[src/hw/rtl/imgconv_pkg.sv]
// Package for the 3x3 kernel convolution block: sizes, register codes,
// kernel weight table and the result entry type.
// No dependencies.
package imgconv_pkg;

    localparam int MAX_WIDTH   = 1024;
    localparam int MAX_HEIGHT  = 1024;
    localparam int MIN_SIZE    = 3;

    localparam int PIXEL_W     = 8;
    localparam int SIZE_W      = 11;
    localparam int KSEL_W      = 2;
    localparam int POS_W       = 10;
    localparam int VALUE_W     = 12;
    localparam int COL_W       = $clog2(MAX_WIDTH);
    localparam int ROW_W       = $clog2(MAX_HEIGHT);
    localparam int LINE_W      = 2 * PIXEL_W;

    localparam int CFG_IDX_W   = 2;
    localparam int CFG_DATA_W  = 11;

    localparam int NUM_KERNELS = 4;
    localparam int WIN_ROWS    = 3;
    localparam int NUM_TAPS    = WIN_ROWS * 3;

    localparam int FIFO_DEPTH  = 4;
    localparam int FIFO_PTR_W  = $clog2(FIFO_DEPTH);
    localparam int FIFO_CNT_W  = $clog2(FIFO_DEPTH + 1);

    localparam logic [SIZE_W-1:0] SIZE_RESET = SIZE_W'(512);

    typedef enum logic [CFG_IDX_W-1:0] {
        REG_IMAGE_WIDTH   = 2'd0,
        REG_IMAGE_HEIGHT  = 2'd1,
        REG_KERNEL_SELECT = 2'd2
    } cfg_reg_t;

    typedef logic signed [1:0] weight_t;

    // weight 3*i+j: window row i (top first), column j (left first)
    localparam weight_t KERNEL_TAB [NUM_KERNELS][NUM_TAPS] = '{
        '{-2'sd1, 2'sd0, 2'sd1, -2'sd1, 2'sd0, 2'sd1, -2'sd1, 2'sd0, 2'sd1},
        '{ 2'sd1, 2'sd1, 2'sd1,  2'sd0, 2'sd0, 2'sd0,  2'sd1, 2'sd1, 2'sd1},
        '{ 2'sd1, 2'sd0, 2'sd0,  2'sd0, 2'sd1, 2'sd0,  2'sd0, 2'sd0, 2'sd1},
        '{ 2'sd0, 2'sd0, 2'sd1,  2'sd0, 2'sd1, 2'sd0,  2'sd1, 2'sd0, 2'sd0}
    };

    // one entry per input transaction that yields results
    typedef struct packed {
        logic                      int_valid;
        logic                      brd_valid;
        logic                      frame_end;
        logic [POS_W-1:0]          row;
        logic [POS_W-1:0]          col;
        logic signed [VALUE_W-1:0] sum;
        logic [PIXEL_W-1:0]        px;
    } res_entry_t;

endpackage

[src/hw/rtl/imgconv_if.sv]


interface imgconv_result_if;
    import imgconv_pkg::*;

    logic                      valid;
    logic                      ready;
    logic [POS_W-1:0]          row;
    logic [POS_W-1:0]          col;
    logic signed [VALUE_W-1:0] value;
    logic                      from_border;
    logic                      frame_end;
    logic                      last;

    modport source (output valid, output row, output col, output value,
                    output from_border, output frame_end, output last,
                    input ready);
    modport sink   (input valid, input row, input col, input value,
                    input from_border, input frame_end, input last,
                    output ready);
    modport monitor (input valid, input ready, input row, input col,
                     input value, input from_border, input frame_end,
                     input last);
endinterface

[src/hw/rtl/imgconv_res_fifo.sv]
// Result queue: one entry per input transaction, unpacked onto the result
// channel as one or two transactions. Depends on imgconv_pkg, imgconv_if.
module imgconv_res_fifo (
    input  logic                               clk,
    input  logic                               rst_n,
    input  logic                               push,
    input  imgconv_pkg::res_entry_t            push_entry,
    output logic [imgconv_pkg::FIFO_CNT_W-1:0] level,
    imgconv_result_if.source                   results
);
    import imgconv_pkg::*;

    res_entry_t              entries_reg [FIFO_DEPTH];
    logic [FIFO_PTR_W-1:0]   wr_ptr_reg;
    logic [FIFO_PTR_W-1:0]   rd_ptr_reg;
    logic [FIFO_CNT_W-1:0]   count_reg;
    logic [FIFO_CNT_W-1:0]   count_next;
    logic                    second_reg;
    logic                    second_next;
    res_entry_t              head;
    logic                    show_int;
    logic                    xfer;
    logic                    pop;

    assign head     = entries_reg[rd_ptr_reg];
    // interior result goes first, the border result of the same pixel next
    assign show_int = head.int_valid & ~second_reg;

    assign results.valid       = (count_reg != '0);
    assign results.row         = show_int ? head.row - POS_W'(1) : head.row;
    assign results.col         = show_int ? head.col - POS_W'(1) : head.col;
    assign results.value       = show_int ? head.sum
                                          : {{(VALUE_W-PIXEL_W){1'b0}}, head.px};
    assign results.from_border = ~show_int;
    assign results.last        = ~show_int | ~head.brd_valid;
    assign results.frame_end   = ~show_int & head.frame_end;

    assign xfer  = results.valid & results.ready;
    assign pop   = xfer & results.last;
    assign level = count_reg;

    always_comb
    begin
        count_next  = count_reg + FIFO_CNT_W'(push) - FIFO_CNT_W'(pop);
        second_next = second_reg;
        if (pop)
        begin
            second_next = 1'b0;
        end
        else if (xfer)
        begin
            second_next = 1'b1;
        end
    end

    always_ff @(posedge clk)
    begin
        if (push)
        begin
            entries_reg[wr_ptr_reg] <= push_entry;
        end
    end

    always_ff @(posedge clk or negedge rst_n)
    begin
        if (!rst_n)
        begin
            wr_ptr_reg <= '0;
            rd_ptr_reg <= '0;
            count_reg  <= '0;
            second_reg <= 1'b0;
        end
        else
        begin
            if (push)
            begin
                wr_ptr_reg <= wr_ptr_reg + FIFO_PTR_W'(1);
            end
            if (pop)
            begin
                rd_ptr_reg <= rd_ptr_reg + FIFO_PTR_W'(1);
            end
            count_reg  <= count_next;
            second_reg <= second_next;
        end
    end

endmodule

[src/flat_wrapper.sv]
// flat-port wrapper written by rule: the top's interface ports become plain ports
module imgconv_res_fifo_flat import imgconv_pkg::*;
  (clk, rst_n, push, push_entry, level, results_valid, results_row, results_col, results_value, results_from_border, results_frame_end, results_last, results_ready);
  imgconv_result_if results_i ();
  input  logic clk;
  input  logic rst_n;
  input  logic push;
  input  imgconv_pkg::res_entry_t push_entry;
  output logic [imgconv_pkg::FIFO_CNT_W-1:0] level;
  output wire logic [$bits(results_i.valid)-1:0] results_valid;
  output wire logic [$bits(results_i.row)-1:0] results_row;
  output wire logic [$bits(results_i.col)-1:0] results_col;
  output wire logic [$bits(results_i.value)-1:0] results_value;
  output wire logic [$bits(results_i.from_border)-1:0] results_from_border;
  output wire logic [$bits(results_i.frame_end)-1:0] results_frame_end;
  output wire logic [$bits(results_i.last)-1:0] results_last;
  input wire logic [$bits(results_i.ready)-1:0] results_ready;
  assign results_valid = results_i.valid;
  assign results_row = results_i.row;
  assign results_col = results_i.col;
  assign results_value = results_i.value;
  assign results_from_border = results_i.from_border;
  assign results_frame_end = results_i.frame_end;
  assign results_last = results_i.last;
  assign results_i.ready = results_ready;
  imgconv_res_fifo u_core (.clk(clk), .rst_n(rst_n), .push(push), .push_entry(push_entry), .level(level), .results(results_i));
endmodule
[config.mk]
export PLATFORM = sky130hd
export DESIGN_NAME = imgconv_res_fifo_flat
export DESIGN_NICKNAME = d
export VERILOG_FILES = /design/src/hw/rtl/imgconv_pkg.sv /design/src/hw/rtl/imgconv_if.sv /design/src/hw/rtl/imgconv_res_fifo.sv /design/src/flat_wrapper.sv
export SDC_FILE = /design/constraint.sdc
export NUM_CORES = 1
export LEC_CHECK = 0
export BUFFER_PORTS_ARGS = -buffer_cell sky130_fd_sc_hd__buf_2
export CAP_MARGIN = 40
export CELL_PAD_IN_SITES_DETAIL_PLACEMENT = 1
export CELL_PAD_IN_SITES_GLOBAL_PLACEMENT = 2
export CORE_MARGIN = 2
export CORE_UTILIZATION = 44
export CTS_CLUSTER_DIAMETER = 50
export DETAILED_ROUTE_END_ITERATION = 12
export PLACE_DENSITY_LB_ADDON = 0.1
export SYNTH_ARGS = -nofsm -noshare
export SYNTH_HDL_FRONTEND = slang
export SYNTH_SLANG_ARGS = --single-unit
[constraint.sdc]
create_clock -name clk -period 3.61 [get_ports clk]
set_input_delay 0.361 -clock clk [delete_from_list [all_inputs] [get_ports clk]]
set_output_delay 0.361 -clock clk [all_outputs]
set_load 0.05 [all_outputs]
==> results of run 1 <==
[per-stage QoR]
step	hold WS [ns]	util	cell area (um^2)	worst slack, ns
floorplan	0.0654	-	7140	0.426
global placement	0.225	0.495	7860	0.426
detailed placement	0.225	0.495	7860	0.368
CTS	0.128	0.535	8500	0.0622
global route	0.136	0.538	8540	0.0532
finish	0.150	0.538	8540	0.193
[placed cells by master (no fill, tap or decap), types with 7 or more instances in the layout]
master	synthesis	final
buf_2	6	84
buf_4	0	18
clkbuf_16	0	17
edfxtp_1	172	172
ha_1	7	7
inv_1	8	8
mux2_2	8	8
mux4_2	42	42
nand2_1	13	13
nor2_1	9	9
xnor2_1	13	13
xor2_1	9	9
[layout make-up]
class                   count  area, um^2  share of cell area
clock inverters            14         185              0.0217
flip-flops and latches    180        5370               0.629
well taps                 216         270              0.0316
multi-input cells         136        1680               0.196
inverters                   9        33.8             0.00396
repair buffers            104         581              0.0680
clock buffers              17         425              0.0498
[logic make-up after synthesis]
| family | Yosys count | synth area share |
|---|---|---|
| flip-flops | 180 | 0.752 |
| multiplexers | 52 | 0.148 |
| buffers and inverters | 21 | 0.0142 |
| AND/OR/NAND/NOR | 48 | 0.0387 |
| adder cells (fa/ha/maj) | 8 | 0.0151 |
| AO/OA/AOI/OAI | 6 | 0.00526 |
| XOR/XNOR | 22 | 0.0270 |
[critical path, cell delays in order (launching register included)]
cell and delay (ns):
dfrtp_4 0.50, buf_4 0.19, mux4_2 0.56, nor4_4 0.36, or4b_1 0.54, xnor2_1 0.25, buf_4 0.24
[report_power, final]
part	total, W	switching (W)	internal [W]
clock network	0.00189	0.000740	0.00115
registers	0.00292	0.000166	0.00275
logic	0.00364	0.00244	0.00120
[per-layer routing]
metal  share of wire  wire length [um]  vias to the layer above  track usage
li1                -                 -                     1564            -
met1            0.44              6260                     1837        0.222
met2            0.52              7430                       75        0.301
met3           0.035               504                       15       0.0525
met4           0.011               163                        2       0.0550
met5         0.00090                13                        -            0
[worst max path at each step]
stage,start,to,slack [ns],depth (start not counted)
after floorplan,u_core.rd_ptr_reg[0]$_DFFE_PN0P_,results_row[9],0.43,7
after global placement,u_core.rd_ptr_reg[0]$_DFFE_PN0P_,results_row[9],0.43,5
after detailed placement,u_core.rd_ptr_reg[0]$_DFFE_PN0P_,results_row[9],0.37,5
after CTS,u_core.rd_ptr_reg[0]$_DFFE_PN0P_,results_row[9],0.06,5
after global routing,u_core.rd_ptr_reg[1]$_DFFE_PN0P_,results_col[6],0.05,8
final,u_core.rd_ptr_reg[0]$_DFFE_PN0P_,results_row[9],0.19,6
[what timing repair did]
item,CTS,global route
pin swaps,1,0
setup endpoints to repair,1,2
endpoints found under the hold margin,8,0
hold buffers,1,0
resized for setup,1,0
buffers inserted,1,6
cloned,0,0
==> flow_metrics.py, run 1 <==
metrics = {
    "outcome": {
        "status": "finished, final reports clean",
    },
    "clock_tree": {
        "cts.sinks": 180,
        "cts.reportedPaths.clkPinSlew_ns": 0.06,
        "cts_tree": "yes",
        "h-tree-depth": 4,
        "clk_path_buf_depth": 2,
        "numCtsBuffers": 17,
        "root_buffer": "clkbuf_16",
        "clk_latency_ns": 0.42,
    },
    "critical_path": {
        "worst_ep_arrival_time_ns": 3.06,
        "r2r_cells": 9,
        "endpoint_kind": "output pin",
        "rr_startpoint": "u_core.rd_ptr_reg[0]$_DFFE_PN0P_",
        "crit_type": "flip-flop to output pin",
        "cp_max_fo": 8,
        "required_ns": 3.25,
        "startpoint_type": "flip-flop",
        "r2r_slack_ns": 0.69,
        "r2r_end": "u_core.level[2]$_DFF_PN0_",
    },
    "routing": {
        "drc": 0,
        "dr_total_vias": 3493,
        "routed_via_density": 5.17,
        "drt_iter0_markers": 186,
        "drtPass1Iterations": 4,
        "antenna_left": 0,
        "wire_per_inst_um": 21.3,
        "finalWirelength_um": 14400,
    },
    "timing": {
        "drv_slew": 0,
        "tns_ns": 0,
        "min_period_over_period": 0.946,
        "fmax_ghz": 0.293,
        "finalCriticalPeriod_ns": 3.42,
        "hold_viol_final": 0,
        "skew_ns": 0.00463,
        "rsz0062_at_grt": "false",
        "maxSlewHeadroom": 0.500,
        "setup_viol": 0,
        "tightest_slew_ns": 0.749,
    },
    "layout": {
        "drive_above_1_share": 0.417,
        "nFillCells": 1479,
        "synthToLayoutAreaGrowth_pct": 19.7,
        "largest_reg_flops": 172,
        "fin_nets": 503,
        "fin_cells": 676,
        "diodes": 0,
    },
    "synthesis": {
        "syn_area_um2": 7140,
        "ys_async_sr_fraction": 0.0444,
        "yosysWarnings": 0,
        "synthTopCellsByCount": "edfxtp_1 (172), mux4_2 (42), nand2_1 (13), xnor2_1 (13)",
        "synth.distinct_cells": 31,
        "synthCells": 337,
        "syn-num-nets": 392,
        "synth_top_area_frac": 0.724,
        "synth.most_common_cell": "edfxtp_1",
        "ys_seq_elements": 180,
        "ys_seq_area_frac": 0.752,
        "yosys-top-cells-area": "edfxtp_1 (72%), mux4_2 (13%), dfrtp_1 (2.8%), xnor2_1 (1.6%), mux2_2 (1.3%)",
        "yosys_most_used_dff": "edfxtp_1",
        "synth_area_leader_cell": "edfxtp_1",
        "synth_enable_flop_cells": 172,
        "avgSynthCellArea_um2": 21.2,
    },
    "floorplanning": {
        "fp.dieH_um": 131,
        "die-area_um2": 17300,
        "initial_utilization": 0.449,
        "die_w_um": 131,
        "pin_count": 86,
        "core-area_um2": 15900,
        "rows": 46,
    },
    "flow_run": {
        "maxCapViolCount": 0,
    },
    "min_path": {
        "hold_class": "primary input to flip-flop",
        "holdPathStages": 1,
        "worst_hold_path.endpoint": "u_core.entries_reg[1][39]$_DFFE_PP_",
        "min-delay-start": "push_entry[39]",
    },
    "global_routing": {
        "grt_pass1_vias": 3896,
        "grt_overflow": 0,
        "grt.total_usage": 0.178,
        "antenna_found_initial": 1,
        "grt_start_max_net_pins": 44,
        "grt_first_pass_wirelength_um": 22600,
    },
    "placement": {
        "routabilityCongestion": 0.712,
        "dp_cells": 637,
        "portBuffers": 85,
        "dp_hpwl_um": 9070,
    },
    "pwr": {
        "leakagePower_nw": 3.00,
        "total_power_w": 0.00845,
        "power_density_nw_per_um2": 989,
        "ir_worst_vdd_mv": 0.687,
    },
}
(Power assumes the default switching activity.)
==> run 2: changes to the inputs <==
--- a/config.mk
+++ b/config.mk
@@ -9,7 +9,8 @@
 export CAP_MARGIN = 40
 export CELL_PAD_IN_SITES_DETAIL_PLACEMENT = 1
 export CELL_PAD_IN_SITES_GLOBAL_PLACEMENT = 2
-export CORE_MARGIN = 2
+export CORE_ASPECT_RATIO = 0.75
+export CORE_MARGIN = 5
 export CORE_UTILIZATION = 44
 export CTS_CLUSTER_DIAMETER = 50
 export DETAILED_ROUTE_END_ITERATION = 12
==> flow_metrics.py, run 2 (synthesized netlist as in run 1, its figures left out) <==
metrics = {
    "clock_tree": {
        "cts.reportedPaths.clkPinSlew_ns": 0.07,
        "h-tree-depth": 4,
        "cts.sinks": 180,
        "root_buffer": "clkbuf_16",
        "clk_latency_ns": 0.42,
        "numCtsBuffers": 17,
        "cts_tree": "yes",
        "clk_path_buf_depth": 2,
    },
    "global_routing": {
        "grt_start_max_net_pins": 44,
        "grt_first_pass_wirelength_um": 21900,
        "grt.met1_usage": 0.210,
        "grt.total_usage": 0.158,
        "antenna_found_initial": 1,
        "met2_usage": 0.259,
        "grt_pass1_vias": 3842,
        "use_met3": 0.0372,
        "grt_overflow": 0,
        "busiest_layer": "met2",
    },
    "floorplanning": {
        "die-area_um2": 18900,
        "die_w_um": 157,
        "rows": 40,
        "pin_count": 86,
        "core-area_um2": 16000,
        "fp.dieH_um": 120,
        "initial_utilization": 0.447,
    },
    "critical_path": {
        "startpoint_type": "flip-flop",
        "crit_end": "results_col[9]",
        "endpoint_kind": "output pin",
        "critPathLaunch": "u_core.rd_ptr_reg[1]$_DFFE_PN0P_",
        "r2r_slack_ns": 0.71,
        "required_ns": 3.25,
        "r2r_end": "u_core.level[2]$_DFF_PN0_",
        "worst_ep_arrival_time_ns": 3.02,
        "cp_max_fo": 21,
        "r2r_cells": 9,
        "crit_type": "flip-flop to output pin",
        "rr_startpoint": "u_core.rd_ptr_reg[0]$_DFFE_PN0P_",
    },
    "flow_run": {
        "maxCapViolCount": 0,
    },
    "min_path": {
        "holdPathStages": 1,
        "hold_class": "primary input to flip-flop",
    },
    "timing": {
        "fmax_ghz": 0.296,
        "skew_ns": 0.00880,
        "maxSlewHeadroom": 0.545,
        "min_period_over_period": 0.937,
        "hold_viol_final": 0,
        "tns_ns": 0,
        "finalCriticalPeriod_ns": 3.38,
        "drv_slew": 0,
        "tightest_slew_ns": 0.682,
        "rsz0062_at_grt": "false",
        "setup_viol": 0,
    },
    "routing": {
        "dr_total_vias": 3506,
        "drt_iter0_markers": 171,
        "finalWirelength_um": 14200,
        "drc": 0,
        "antenna_left": 0,
        "wire_per_inst_um": 21.2,
        "routed_via_density": 5.24,
        "drtPass1Iterations": 4,
    },
    "layout": {
        "layout_commonest_cell": "edfxtp_1",
        "drive_above_1_share": 0.420,
        "fin_nets": 501,
        "synthToLayoutAreaGrowth_pct": 19.4,
        "diodes": 0,
        "largest_reg_flops": 172,
        "final_cell_mix": "edfxtp_1 (172), buf_2 (84), mux4_2 (42), clkbuf_16 (17), buf_4 (15)",
    },
    "pwr": {
        "p_sw_w": 0.00337,
        "ir_worst_vdd_mv": 0.563,
        "leakagePower_nw": 2.99,
        "pwr-share-clk": 0.223,
        "power_density_nw_per_um2": 986,
        "power_frac_seq": 0.347,
        "comb_power_share": 0.431,
        "total_power_w": 0.00840,
        "switching_share": 0.401,
        "p_int_w": 0.00503,
    },
    "placement": {
        "portBuffers": 85,
        "routabilityCongestion": 0.686,
        "dp_hpwl_um": 8820,
    },
    "outcome": {
        "status": "finished, final reports clean",
    },
}
[run 2: cell count changes in the layout (fill, tap and decap cells not counted)]
cell / change
buf_6: +1
clkinv_1: -2
inv_6: -1
buf_12: +1
clkinv_4: +5
bufinv_16: -1
buf_8: -1
buf_4: -3
[run 2: stage by stage]
step	utilization	setup slack (ns)	area [um^2]	hold WS [ns]	std cells
finish	0.534	0.228	8520	0.151	669
global route	0.534	0.0453	8520	0.137	669
CTS	0.531	0.00450	8480	0.132	665
detailed placement	0.492	0.435	7850	0.229	631
global placement	0.492	0.424	7850	0.228	631
floorplan	-	0.426	7140	0.0654	337
[run 2: worst min path at each step]
stage	startpoint	endpoint
after floorplan	rst_n	u_core.level[0]$_DFF_PN0_
after global placement	rst_n	u_core.level[1]$_DFF_PN0_
after detailed placement	rst_n	u_core.level[1]$_DFF_PN0_
after CTS	push_entry[26]	u_core.entries_reg[3][26]$_DFFE_PP_
after global routing	push_entry[18]	u_core.entries_reg[2][18]$_DFFE_PP_
final	push_entry[36]	u_core.entries_reg[2][36]$_DFFE_PP_
[run 2: power by group through the flow]
stage / Clock [W] / Sequential (W) / Combinational (W)
finish: 0.00187 / 0.00291 / 0.00362
global placement: 0 / 0.00300 / 0.00351
CTS: 0.00192 / 0.00295 / 0.00360
floorplan: 0 / 0.00293 / 0.00274
global route: 0.00202 / 0.00295 / 0.00385
detailed placement: 0 / 0.00302 / 0.00354
[run 2: final cells by class]
type                       instances  area [um^2]
clock buffer                      17          425
clock inverter                    15          183
fill                            1465         7440
inverter                           9         33.8
multi-input combinational        136         1680
sequential                       180         5370
tap                              210          263
timing repair buffer             102          574
[run 2: layer usage]
| metal | vias to the layer above | share of wire |
|---|---|---|
| li1 | 1571 | - |
| met1 | 1828 | 0.43 |
| met2 | 90 | 0.50 |
| met3 | 15 | 0.047 |
| met4 | 2 | 0.013 |
| met5 | - | 0.00070 |
[run 2: worst max-delay path, cell delays in order, from the launching register on]
cell and delay (ns):
dfrtp_2 0.68, buf_4 0.42, mux4_2 0.39, nor4_2 0.37, nand3b_1 0.22, xnor2_1 0.21
buf_2 0.29
[run 2: what timing repair did]
item,4_1_cts,5_1_grt
resized for setup,1,0
endpoints found under the setup margin,2,2
pin swaps,0,1
buffers inserted,1,4
hold buffers,1,0
endpoints found under the hold margin,8,0
==> run 3: changes to the inputs <==
--- a/config.mk
+++ b/config.mk
@@ -14,7 +14,7 @@
 export CORE_UTILIZATION = 44
 export CTS_CLUSTER_DIAMETER = 50
 export DETAILED_ROUTE_END_ITERATION = 12
-export PLACE_DENSITY_LB_ADDON = 0.1
+export PLACE_DENSITY = 0.76
 export SYNTH_ARGS = -nofsm -noshare
 export SYNTH_HDL_FRONTEND = slang
 export SYNTH_SLANG_ARGS = --single-unit
==> flow_metrics.py, run 3 (synthesized netlist as in run 1, its figures left out) <==
metrics = {
    "outcome": {
        "status": "finished, final reports clean",
    },
    "clock_tree": {
        "cts.reportedPaths.clkPinSlew_ns": 0.07,
        "cts_tree": "yes",
        "clk_path_buf_depth": 2,
        "cts.repair.resized": 0,
        "numCtsBuffers": 17,
        "clk_latency_ns": 0.42,
        "root_buffer": "clkbuf_16",
        "cts.sinks": 180,
        "h-tree-depth": 4,
    },
    "pwr": {
        "comb_power_share": 0.425,
        "ir_worst_vdd_mv": 0.458,
        "power_density_nw_per_um2": 988,
        "p_sw_w": 0.00339,
        "switching_share": 0.403,
        "power_frac_seq": 0.349,
        "pwr-share-clk": 0.227,
        "p_int_w": 0.00502,
        "leakagePower_nw": 2.98,
    },
    "critical_path": {
        "required_ns": 3.25,
        "critical-path-max-stage-delay_ns": 0.60,
        "critical-path-top-delay-family": "simple AND/OR/NAND/NOR gates",
        "worst_ep_arrival_time_ns": 3.04,
        "slowest_stage": "dfrtp_4",
        "path_buf_inv": 2,
        "startpoint_type": "flip-flop",
        "cp_max_fo": 17,
        "endpoint_kind": "output pin",
        "crit_type": "flip-flop to output pin",
        "critical_path.cell_chain": "buf_4, mux4_2, or4_1, nor2_1, nand3b_1, xnor2_1, buf_2",
    },
    "floorplanning": {
        "initial_utilization": 0.447,
        "pin_count": 86,
        "die-area_um2": 18900,
        "rows": 40,
        "fp.dieH_um": 120,
        "die_w_um": 157,
        "core-area_um2": 16000,
    },
    "layout": {
        "drive_above_1_share": 0.417,
        "fin_cells": 669,
        "final_cell_mix": "edfxtp_1 (172), buf_2 (85), mux4_2 (42), clkbuf_16 (17), buf_4 (15)",
        "layout_commonest_cell": "edfxtp_1",
        "largest_reg_flops": 172,
        "fin_nets": 500,
        "synthToLayoutAreaGrowth_pct": 19.2,
    },
    "global_routing": {
        "antenna_found_initial": 1,
        "grt_start_max_net_pins": 44,
        "grt_pass1_vias": 3878,
        "grt.total_usage": 0.161,
        "grt_overflow": 0,
        "grt_first_pass_wirelength_um": 22400,
    },
    "routing": {
        "drt_iter0_markers": 258,
        "dr_total_vias": 3482,
        "wire_per_inst_um": 21.2,
        "antenna_left": 0,
        "routed_via_density": 5.20,
        "drtPass1Iterations": 4,
        "finalWirelength_um": 14200,
        "drc": 0,
    },
    "placement": {
        "routabilityCongestion": 0.728,
        "portBuffers": 85,
        "dp_hpwl_um": 8910,
        "dp_cells": 630,
    },
    "min_path": {
        "hold_class": "primary input to flip-flop",
    },
    "timing": {
        "rsz0062_at_grt": "false",
        "hold_viol_final": 0,
        "min_period_over_period": 0.943,
        "drv_slew": 0,
        "maxSlewHeadroom": 0.511,
        "fmax_ghz": 0.294,
        "worst_hold_slack_ns": 0.149,
        "skew_ns": 0.00674,
        "finalCriticalPeriod_ns": 3.40,
        "setup_viol": 0,
        "tns_ns": 0,
        "tightest_slew_ns": 0.733,
    },
    "flow_run": {
        "maxCapViolCount": 0,
    },
}
run 3: cell type report:
cell class / instances / area, um^2
inverter: 9 / 33.8
sequential: 180 / 5370
multi-input combinational: 136 / 1680
tap: 210 / 263
timing repair buffer: 101 / 548
antenna: 1 / 2.50
clock inverter: 15 / 190
clock buffer: 17 / 425
fill: 1462 / 7460
run 3: path summary, 6_finish.rpt:
path,cells past startpoint,to,from,slack (ns)
max in group asynchronous,2,u_core.rd_ptr_reg[0]$_DFFE_PN0P_,rst_n,3.06
setup / recovery,7,results_col[9],u_core.rd_ptr_reg[0]$_DFFE_PN0P_,0.21
hold / removal,1,u_core.entries_reg[1][16]$_DFFE_PP_,push_entry[16],0.15
hold reg to reg,1,u_core.wr_ptr_reg[0]$_DFFE_PN0P_,u_core.wr_ptr_reg[0]$_DFFE_PN0P_,0.53
min in group asynchronous,2,u_core.level[2]$_DFF_PN0_,rst_n,0.33
setup reg to reg,8,u_core.level[2]$_DFF_PN0_,u_core.rd_ptr_reg[0]$_DFFE_PN0P_,0.62
run 3: what timing repair did:
item | 4_1_cts | 5_1_grt
hold buffers | 1 | 0
buffers inserted | 0 | 5
endpoints found under the hold margin | 8 | 0
setup endpoints to repair | 0 | 2
run 3: layer usage:
layer  vias up  global-route usage  part of all wire
li1       1567                   -                 -
met1      1799               0.224              0.44
met2       100               0.250              0.48
met3        14              0.0483             0.068
met4         2              0.0467             0.010
met5         -                   0            0.0014
run 3: power by group through the flow:
stage	combinational [W]	sequential (W)	clock (W)
after floorplan	0.00274	0.00293	0
after global placement	0.00355	0.00297	0
after detailed placement	0.00356	0.00300	0
after CTS	0.00359	0.00296	0.00196
after global routing	0.00383	0.00297	0.00206
final	0.00357	0.00293	0.00191
run 3: metrics by stage:
step / total power [W] / utilization / area [um^2] / worst slack (ns)
final: 0.00841 / 0.533 / 8510 / 0.206
after global routing: 0.00886 / 0.533 / 8510 / 0.0412
after CTS: 0.00850 / 0.530 / 8470 / 0.0326
after detailed placement: 0.00656 / 0.491 / 7840 / 0.496
after global placement: 0.00652 / 0.491 / 7840 / 0.509
after floorplan: 0.00567 / - / 7140 / 0.426
